`src/sv/xad_pkg.sv`:
```
// Shared types, constants and coefficient tables for the XA ADPCM word decoder.
package xad_pkg;

  localparam int unsigned WORD_W    = 16;
  localparam int unsigned NIB_W     = 4;
  localparam int unsigned SHIFT_W   = 4;
  localparam int unsigned FILT_W    = 2;
  localparam int unsigned SAMPLE_W  = 16;
  localparam int unsigned HIST_W    = 32;
  localparam int unsigned COEF_W    = 12;
  localparam int unsigned FRAC_BITS = 4;
  localparam int unsigned COEF_BITS = 10;
  localparam int unsigned CODES_PER_WORD = 4;

  typedef logic signed [COEF_W-1:0] coef_t;
  typedef logic signed [HIST_W-1:0] hist_t;

  typedef enum logic [0:0] {
    REQ_DECODE       = 1'b0,
    REQ_CLEAR_DECODE = 1'b1
  } req_e;

  typedef enum logic [0:0] {
    ST_IDLE = 1'b0,
    ST_RUN  = 1'b1
  } state_e;

  // History register file control.
  typedef struct packed {
    logic clear;
    logic wr_en;
  } hist_ctrl_t;

  // Coefficient of the newer history value, scaled by 1024.
  function automatic coef_t coef_newer(input logic [FILT_W-1:0] filt);
    coef_t k;
    case (filt)
      2'd0:    k = 12'sd0;
      2'd1:    k = 12'sd960;
      2'd2:    k = 12'sd1840;
      2'd3:    k = 12'sd1568;
      default: k = 12'sd0;
    endcase
    return k;
  endfunction

  // Coefficient of the older history value, scaled by 1024.
  function automatic coef_t coef_older(input logic [FILT_W-1:0] filt);
    coef_t k;
    case (filt)
      2'd0:    k = 12'sd0;
      2'd1:    k = 12'sd0;
      2'd2:    k = -12'sd832;
      2'd3:    k = -12'sd880;
      default: k = 12'sd0;
    endcase
    return k;
  endfunction

endpackage

```
`src/sv/xad_in_if.sv`:
```
// Input word channel: valid/ready handshake with the decode request payload.
interface xad_in_if
  import xad_pkg::*;
();
  logic                valid;
  logic                ready;
  logic                req_type;
  logic [WORD_W-1:0]   data_word;
  logic [SHIFT_W-1:0]  shift_amount;
  logic [FILT_W-1:0]   filter_select;
  logic                channel;

  modport source (
    output valid, req_type, data_word, shift_amount, filter_select, channel,
    input  ready
  );
  modport sink (
    input  valid, req_type, data_word, shift_amount, filter_select, channel,
    output ready
  );
endinterface

```
`src/sv/xad_out_if.sv`:
```
// Output sample channel: valid/ready handshake with the PCM sample payload.
interface xad_out_if
  import xad_pkg::*;
();
  logic                       valid;
  logic                       ready;
  logic signed [SAMPLE_W-1:0] sample;
  logic                       last_of_word;

  modport source (
    output valid, sample, last_of_word,
    input  ready
  );
  modport sink (
    input  valid, sample, last_of_word,
    output ready
  );
endinterface

```
`src/sv/xa_adpcm_word_decoder_core.sv`:
```
// Top level of the XA ADPCM word decoder: sequencer, history and output register.
//
// Usage:
//   in_i  (sink)   one word per handshake: four 4-bit codes plus shift, filter
//                  number, channel and a request type that may clear all history.
//   out_o (source) four PCM samples per word, low nibble first; last_of_word
//                  marks the fourth.
// Datapath: a taken word loads the word registers; each sample is registered at the output.
// Throughput: one sample per cycle from a single shared step unit (two 12x32
//   products, a rounding add and saturation) when the receiver keeps up. The
//   step unit runs once per code, and each code needs the history left by the
//   one before.
// The next word is taken in the cycle the fourth sample is produced, so words
//   stream back to back.
// Reset: all channel histories clear to zero, no sample pending, ready high.
// Stall: while a sample waits on out_o, the sequencer holds; the pending
//   sample and its payload stay put until taken.
module xa_adpcm_word_decoder_core
  import xad_pkg::*;
#(
  parameter int unsigned CHANNELS = 2
) (
  input  logic      clk_i,
  input  logic      rst_ni,
  xad_in_if.sink    in_i,
  xad_out_if.source out_o
);

  localparam int unsigned CH_W  = (CHANNELS > 1) ? $clog2(CHANNELS) : 1;
  localparam int unsigned CNT_W = $clog2(CODES_PER_WORD);

  state_e               state_q, state_d;
  logic [CNT_W-1:0]     count_q;
  logic [WORD_W-1:0]    word_q;
  logic [SHIFT_W-1:0]   shift_q;
  logic [FILT_W-1:0]    filt_q;
  logic [CH_W-1:0]      ch_q;
  logic                 out_valid_q;
  logic signed [SAMPLE_W-1:0] sample_q;
  logic                 last_q;

  logic       accept;
  logic       step_en;
  logic       last_step;
  hist_ctrl_t hist_ctrl;
  hist_t      hist_newer;
  hist_t      hist_older;
  hist_t      hist_next;
  logic signed [SAMPLE_W-1:0] step_sample;
  logic [CH_W-1:0] in_ch_idx;

  // Channel index wraps onto the channels that exist.
  assign in_ch_idx = (CHANNELS > 1) ? CH_W'(in_i.channel) : '0;

  // Outputs of the sequencer: in the run state, step whenever the output slot is free or
  // being emptied; take the next word while idle or on the fourth step.
  always_comb begin
    step_en   = (state_q == ST_RUN) && (!out_valid_q || out_o.ready);
    last_step = step_en && (count_q == CNT_W'(CODES_PER_WORD - 1));
    in_i.ready = (state_q == ST_IDLE) || last_step;
    accept    = in_i.valid && in_i.ready;
    hist_ctrl.clear = accept && (in_i.req_type == REQ_CLEAR_DECODE);
    hist_ctrl.wr_en = step_en;
  end

  // Next state.
  always_comb begin
    state_d = state_q;
    case (state_q)
      ST_IDLE: begin
        if (accept) state_d = ST_RUN;
      end
      ST_RUN: begin
        if (last_step) state_d = accept ? ST_RUN : ST_IDLE;
      end
      default: state_d = ST_IDLE;
    endcase
  end

  always_ff @(posedge clk_i or negedge rst_ni) begin
    if (!rst_ni) begin
      state_q     <= ST_IDLE;
      count_q     <= '0;
      out_valid_q <= 1'b0;
    end else begin
      state_q <= state_d;
      if (accept) begin
        count_q <= '0;
      end else if (step_en) begin
        count_q <= count_q + 1'b1;
      end
      if (step_en) begin
        out_valid_q <= 1'b1;
      end else if (out_o.ready) begin
        out_valid_q <= 1'b0;
      end
    end
  end

  // Word fields: load on accept, advance one nibble per step.
  always_ff @(posedge clk_i) begin
    if (accept) begin
      word_q  <= in_i.data_word;
      shift_q <= in_i.shift_amount;
      filt_q  <= in_i.filter_select;
      ch_q    <= in_ch_idx;
    end else if (step_en) begin
      word_q <= word_q >> NIB_W;
    end
    if (step_en) begin
      sample_q <= step_sample;
      last_q   <= last_step;
    end
  end

  xad_history #(
    .CHANNELS (CHANNELS),
    .CH_W     (CH_W)
  ) u_history (
    .clk_i     (clk_i),
    .rst_ni    (rst_ni),
    .ctrl_i    (hist_ctrl),
    .idx_i     (ch_q),
    .wr_data_i (hist_next),
    .newer_o   (hist_newer),
    .older_o   (hist_older)
  );

  xad_step_unit u_step (
    .nibble_i (word_q[NIB_W-1:0]),
    .shift_i  (shift_q),
    .filt_i   (filt_q),
    .newer_i  (hist_newer),
    .older_i  (hist_older),
    .hist_o   (hist_next),
    .sample_o (step_sample)
  );

  assign out_o.valid        = out_valid_q;
  assign out_o.sample       = sample_q;
  assign out_o.last_of_word = last_q;

endmodule

```
`src/sv/xad_step_unit.sv`:
```
// Shared decode step: scales one code, adds the filter prediction, saturates and clamps.
module xad_step_unit
  import xad_pkg::*;
(
  input  logic [NIB_W-1:0]           nibble_i,
  input  logic [SHIFT_W-1:0]         shift_i,
  input  logic [FILT_W-1:0]          filt_i,
  input  hist_t                      newer_i,
  input  hist_t                      older_i,
  output hist_t                      hist_o,
  output logic signed [SAMPLE_W-1:0] sample_o
);

  localparam int unsigned PROD_W = HIST_W + COEF_W;
  localparam int unsigned PRED_W = PROD_W + 1;
  localparam int unsigned NEG_W  = PRED_W + 1;
  localparam int unsigned CODE_W = WORD_W + FRAC_BITS;
  localparam int unsigned X_W    = NEG_W + 1;
  localparam int unsigned SH_W   = HIST_W - FRAC_BITS;

  logic signed [WORD_W-1:0] code_top;
  logic signed [WORD_W-1:0] code_sh;
  logic signed [CODE_W-1:0] code;
  coef_t                    k0;
  coef_t                    k1;
  logic signed [PROD_W-1:0] prod_n;
  logic signed [PROD_W-1:0] prod_o;
  logic signed [PRED_W-1:0] pred;
  logic signed [NEG_W-1:0]  neg_q;
  logic signed [X_W-1:0]    x_full;
  logic signed [SH_W-1:0]   x_int;

  // Sign-extend the code from the top nibble, shift, add fraction bits.
  assign code_top = {nibble_i, {(WORD_W-NIB_W){1'b0}}};
  assign code_sh  = code_top >>> shift_i;
  assign code     = {code_sh, {FRAC_BITS{1'b0}}};

  assign k0     = coef_newer(filt_i);
  assign k1     = coef_older(filt_i);
  assign prod_n = PROD_W'(k0) * PROD_W'(newer_i);
  assign prod_o = PROD_W'(k1) * PROD_W'(older_i);
  assign pred   = PRED_W'(prod_n) + PRED_W'(prod_o);

  // Round the prediction toward +inf: code - floor(-pred / 1024).
  assign neg_q  = (-NEG_W'(pred)) >>> COEF_BITS;
  assign x_full = X_W'(code) - X_W'(neg_q);

  always_comb begin
    if (x_full > X_W'(hist_t'({1'b0, {(HIST_W-1){1'b1}}}))) begin
      hist_o = {1'b0, {(HIST_W-1){1'b1}}};
    end else if (x_full < X_W'(hist_t'({1'b1, {(HIST_W-1){1'b0}}}))) begin
      hist_o = {1'b1, {(HIST_W-1){1'b0}}};
    end else begin
      hist_o = x_full[HIST_W-1:0];
    end
  end

  assign x_int = SH_W'(hist_o >>> FRAC_BITS);

  always_comb begin
    if (x_int > SH_W'($signed({1'b0, {(SAMPLE_W-1){1'b1}}}))) begin
      sample_o = {1'b0, {(SAMPLE_W-1){1'b1}}};
    end else if (x_int < SH_W'($signed({1'b1, {(SAMPLE_W-1){1'b0}}}))) begin
      sample_o = {1'b1, {(SAMPLE_W-1){1'b0}}};
    end else begin
      sample_o = x_int[SAMPLE_W-1:0];
    end
  end

endmodule

```
`src/sv/xad_history.sv`:
```
// Per-channel prediction history registers with a clear-all and a shift-in write.
module xad_history
  import xad_pkg::*;
#(
  parameter int unsigned CHANNELS = 2,
  parameter int unsigned CH_W     = 1
) (
  input  logic            clk_i,
  input  logic            rst_ni,
  input  hist_ctrl_t      ctrl_i,
  input  logic [CH_W-1:0] idx_i,
  input  hist_t           wr_data_i,
  output hist_t           newer_o,
  output hist_t           older_o
);

  hist_t newer_q [CHANNELS];
  hist_t older_q [CHANNELS];

  always_ff @(posedge clk_i or negedge rst_ni) begin
    if (!rst_ni) begin
      for (int i = 0; i < CHANNELS; i++) begin
        newer_q[i] <= '0;
        older_q[i] <= '0;
      end
    end else if (ctrl_i.clear) begin
      for (int i = 0; i < CHANNELS; i++) begin
        newer_q[i] <= '0;
        older_q[i] <= '0;
      end
    end else if (ctrl_i.wr_en) begin
      older_q[idx_i] <= newer_q[idx_i];
      newer_q[idx_i] <= wr_data_i;
    end
  end

  assign newer_o = newer_q[idx_i];
  assign older_o = older_q[idx_i];

endmodule

```
`src/flat_wrapper.sv`:
```
// flat-port wrapper written by rule: the top's interface ports become plain ports
module xa_adpcm_word_decoder_core_flat import xad_pkg::*;
#(
  parameter int unsigned CHANNELS = 2
)
  (clk_i, rst_ni, in_i_valid, in_i_req_type, in_i_data_word, in_i_shift_amount, in_i_filter_select, in_i_channel, in_i_ready, out_o_valid, out_o_sample, out_o_last_of_word, out_o_ready);
  xad_in_if in_i_i ();
  xad_out_if out_o_i ();
  input  logic clk_i;
  input  logic rst_ni;
  input wire logic [$bits(in_i_i.valid)-1:0] in_i_valid;
  input wire logic [$bits(in_i_i.req_type)-1:0] in_i_req_type;
  input wire logic [$bits(in_i_i.data_word)-1:0] in_i_data_word;
  input wire logic [$bits(in_i_i.shift_amount)-1:0] in_i_shift_amount;
  input wire logic [$bits(in_i_i.filter_select)-1:0] in_i_filter_select;
  input wire logic [$bits(in_i_i.channel)-1:0] in_i_channel;
  output wire logic [$bits(in_i_i.ready)-1:0] in_i_ready;
  output wire logic [$bits(out_o_i.valid)-1:0] out_o_valid;
  output wire logic [$bits(out_o_i.sample)-1:0] out_o_sample;
  output wire logic [$bits(out_o_i.last_of_word)-1:0] out_o_last_of_word;
  input wire logic [$bits(out_o_i.ready)-1:0] out_o_ready;
  assign in_i_i.valid = in_i_valid;
  assign in_i_i.req_type = in_i_req_type;
  assign in_i_i.data_word = in_i_data_word;
  assign in_i_i.shift_amount = in_i_shift_amount;
  assign in_i_i.filter_select = in_i_filter_select;
  assign in_i_i.channel = in_i_channel;
  assign in_i_ready = in_i_i.ready;
  assign out_o_valid = out_o_i.valid;
  assign out_o_sample = out_o_i.sample;
  assign out_o_last_of_word = out_o_i.last_of_word;
  assign out_o_i.ready = out_o_ready;
  xa_adpcm_word_decoder_core #(.CHANNELS(CHANNELS)) u_core (.clk_i(clk_i), .rst_ni(rst_ni), .in_i(in_i_i), .out_o(out_o_i));
endmodule
```
`config.mk`:
```
export PLATFORM = sky130hd
export DESIGN_NAME = xa_adpcm_word_decoder_core_flat
export DESIGN_NICKNAME = d
export VERILOG_FILES = /design/src/sv/xad_pkg.sv /design/src/sv/xad_in_if.sv /design/src/sv/xad_out_if.sv /design/src/sv/xa_adpcm_word_decoder_core.sv /design/src/sv/xad_step_unit.sv /design/src/sv/xad_history.sv /design/src/flat_wrapper.sv
export SDC_FILE = /design/constraint.sdc
export NUM_CORES = 1
export LEC_CHECK = 0
export ABC_AREA = 1
export BUFFER_PORTS_ARGS = -buffer_cell sky130_fd_sc_hd__buf_2
export CORE_UTILIZATION = 60
export DETAILED_ROUTE_END_ITERATION = 6
export HOLD_SLACK_MARGIN = 0.15
export MAX_ROUTING_LAYER = met4
export PLACE_DENSITY = 0.77
export REMOVE_ABC_BUFFERS = 1
export SETUP_SLACK_MARGIN = 0.2
export SYNTH_ARGS = -nofsm -noshare
export SYNTH_HDL_FRONTEND = slang
export SYNTH_SLANG_ARGS = --single-unit
```
`constraint.sdc`:
```
create_clock -name clk_i -period 14.9 [get_ports clk_i]
set_clock_uncertainty 0.15 [all_clocks]
set_input_delay 2.98 -clock clk_i [delete_from_list [all_inputs] [get_ports clk_i]]
set_output_delay 2.98 -clock clk_i [all_outputs]
set_load 0.02 [all_outputs]
```
==> qor.csv <==
metric;value;unit
drt total wl;68100;um
Critical R2R Launch;u_core.filt_q[0]$_DFFE_PP_;
share of layout cells above drive strength 1;4.59;%
DRT Pass-1 Iters;6;
vias in the first global route;22156;
CTS root buf;clkbuf_16;
cell area after layout;27700;um2
Seq/Total Area, Yosys;17.1;%
slowest stage cell, crit path;inv_1;
Die X;211;um
Via density;5.40;
Placed Area;27100;um2
post-route clock period utilization;87.1;%
Final TNS setup;0;ps
Max Cap Viol;0;
cell with the most instances on the worst path;inv_1;
Clk Latency, worst-skew pair;430;ps
routed via count;21187;
f_max;0.0770;GHz
Synth area leader;fa_1;
post-synth top area share;28.2;%
IO Pins;47;
#FFs+latches synth;172;
CORE AREA;43200;um2
RSZ-0062 raised after global routing;no;
Slew headroom;21.3;%
Hold/Removal Path Class;reg2reg;
Detailed Place HPWL;57500;um
prevailing post-synth register cell;dfrtp_1;
synthesis-to-layout area growth;5.58;%
DR DRC count;0;
post-route ant nets;0;
critical path startpoint category;flop;
Slew Viols, Final;0;
NumNets Final;4001;
Setup CP Type;reg2reg;
number of flops mapped to enable cells by yosys;40;
first-pass GRT wire length;113000;um
Synth Instances;3316;
post-CTS setup buffers;0;
final setup vio count;0;
Congestion Overflow GR;0;
cts repair resizes;0;
FFs w/ async S/R, synth;76.7;%
Worst setup EP type;flop;
ranking of synthesized cells by area;fa_1 (28%), inv_1 (14%), ha_1 (13%);
pin count of the biggest net entering global routing;80;
Min-Delay Startpoint;u_core.state_q$_DFF_PN0_;
initial core utilization;60.9;%
Setup crit start;u_core.filt_q[0]$_DFFE_PP_;
antenna violations before repair;1;
CTS sink cnt;172;
Die Span Y;211;um
delay-heaviest family, CP;adder cells;
critical path's largest stage delay;750;ps
WP data required;15090;ps
GRT Total Usage;33.4;%
routability cong.;0.991;
CTS tree;done;
final hold vios;0;
Synth Cell Area;26300;um2
Buf/Inv on CP;11;
Routed WL per cell;17.4;um
Avg Cell Area, Syn;7.92;um2
critical path peak fanout;36;
clk buf depth;2;
# hold bufs at CTS;0;
htree depth;4;
crit path DAT;13180;ps
Ys Warns;0;
minimum clock period;12980;ps
status;completed;
die area;44600;um2
DRT iter0 DRCs;1655;
Tightest Pin Transition;1170;ps
TritonCTS Buffers;17;
Yosys cell types;54;
cell row count;76;
CTS clk-pin slew, worst paths;70;ps
Port Buf Inserts;46;
## state kept, by name (all words and copies together) (netlist names), 2 cells and up
| name | cells |
|---|---|
| u_core.u_history.older_q | 64 |
| u_core.count_q | 2 |
| u_core.u_history.newer_q | 64 |
| u_core.shift_q | 4 |
| u_core.word_q | 16 |
| u_core.filt_q | 2 |
| u_core.out_o.sample | 16 |
## routing by layer
layer / global-route usage (%) / vias to the layer above / share of wire [%] / wire length [um]
li1: - / 9972 / - / -
met1: 44.8 / 10328 / 43 / 29600
met2: 53.9 / 758 / 48 / 32400
met3: 4.16 / 129 / 6.3 / 4270
met4: 8.52 / 0 / 2.7 / 1830
met5: - / - / 0 / 0
## final timing paths
path / endpoint / slack [ps] / cells after the start
setup / recovery: u_core.u_history.newer_q[14]$_DFFE_PN0P_ / 1920 / 49
hold / removal: u_core.out_o.valid$_DFFE_PN0P_ / 350 / 2
setup reg to reg: u_core.u_history.newer_q[14]$_DFFE_PN0P_ / 1920 / 49
hold reg to reg: u_core.out_o.valid$_DFFE_PN0P_ / 350 / 2
max in group asynchronous: u_core.u_history.newer_q[26]$_DFFE_PN0P_ / 10840 / 2
min in group asynchronous: u_core.state_q$_DFF_PN0_ / 2330 / 1
## cell type report
type / instances / area, um2
Clock inverter: 13 / 173
Antenna cell: 1 / 2.50
Multi-Input combinational cell: 2088 / 17800
Inverter: 981 / 3680
Clock buffer: 19 / 454
Fill cell: 3781 / 15400
Timing Repair Buffer: 63 / 364
Sequential cell: 172 / 4500
Tap cell: 585 / 732
## cells by family after synthesis
kind of cell    Yosys count  synth area share (%)
buf+inv                1056                  15.2
simple gates            971                  15.1
xor+xnor                 55                  1.93
fa+ha+maj               650                  41.5
flops                   172                  17.1
mux                       1                0.0381
compound gates          411                  9.03
## synthesized netlist by cell type, drive strengths merged (9+ instances only)
| cell | instances |
|---|---|
| a21oi | 88 |
| buf | 14 |
| clkbuf | 61 |
| dfrtp | 132 |
| edfxtp | 40 |
| fa | 370 |
| ha | 280 |
| inv | 976 |
| nand2 | 509 |
| nand3 | 76 |
| nand3b | 9 |
| nand4 | 9 |
| nor2 | 341 |
| nor3 | 16 |
| o21a | 18 |
| o21ai | 143 |
| o22ai | 129 |
| xnor2 | 16 |
| xor2 | 39 |
## worst reg2reg max path, delay by kind of cell (launching register included)
family / cells / cell delay, ps
compound gates: 13 / 3280
simple gates: 14 / 2680
buf+inv: 11 / 1880
fa+ha+maj: 10 / 4340
flops: 1 / 390
xor+xnor: 1 / 160
## through the flow
stage	utilization, %	instances	hold WS (ps)	worst slack, ps
after detailed placement	62.8	3889	331	2120
after global placement	62.8	3889	306	2410
after global routing	64.2	3922	374	1000
final	64.2	3922	349	1920
after CTS	64.2	3921	357	2070
after floorplan	-	3241	297	2120
## layout by cell type (no fill, tap or decap), types with 3 or more instances in the layout
cell type,instances
buf_2,45
nand2_2,20
a21o_1,8
nor2_4,3
xnor2_1,16
nor3_1,16
buf_4,17
nand3b_1,8
inv_2,4
nor4_1,3
edfxtp_1,40
nand2_1,487
o21ai_1,3
or2_2,4
nor2_2,6
a21oi_1,86
o21a_1,18
inv_6,5
dfrtp_1,132
nand4_1,9
nor2_1,332
o21ai_0,136
bufinv_16,3
clkbuf_16,18
nand3_2,10
o21bai_1,8
clkinv_1,5
o21ai_4,3
nand3_1,66
fa_1,370
o22ai_1,129
ha_1,280
inv_1,972
xor2_1,37
a31oi_1,6
Power is not shown: default switching activity piles up to over one toggle a cycle in this logic, so the estimate is an artifact.
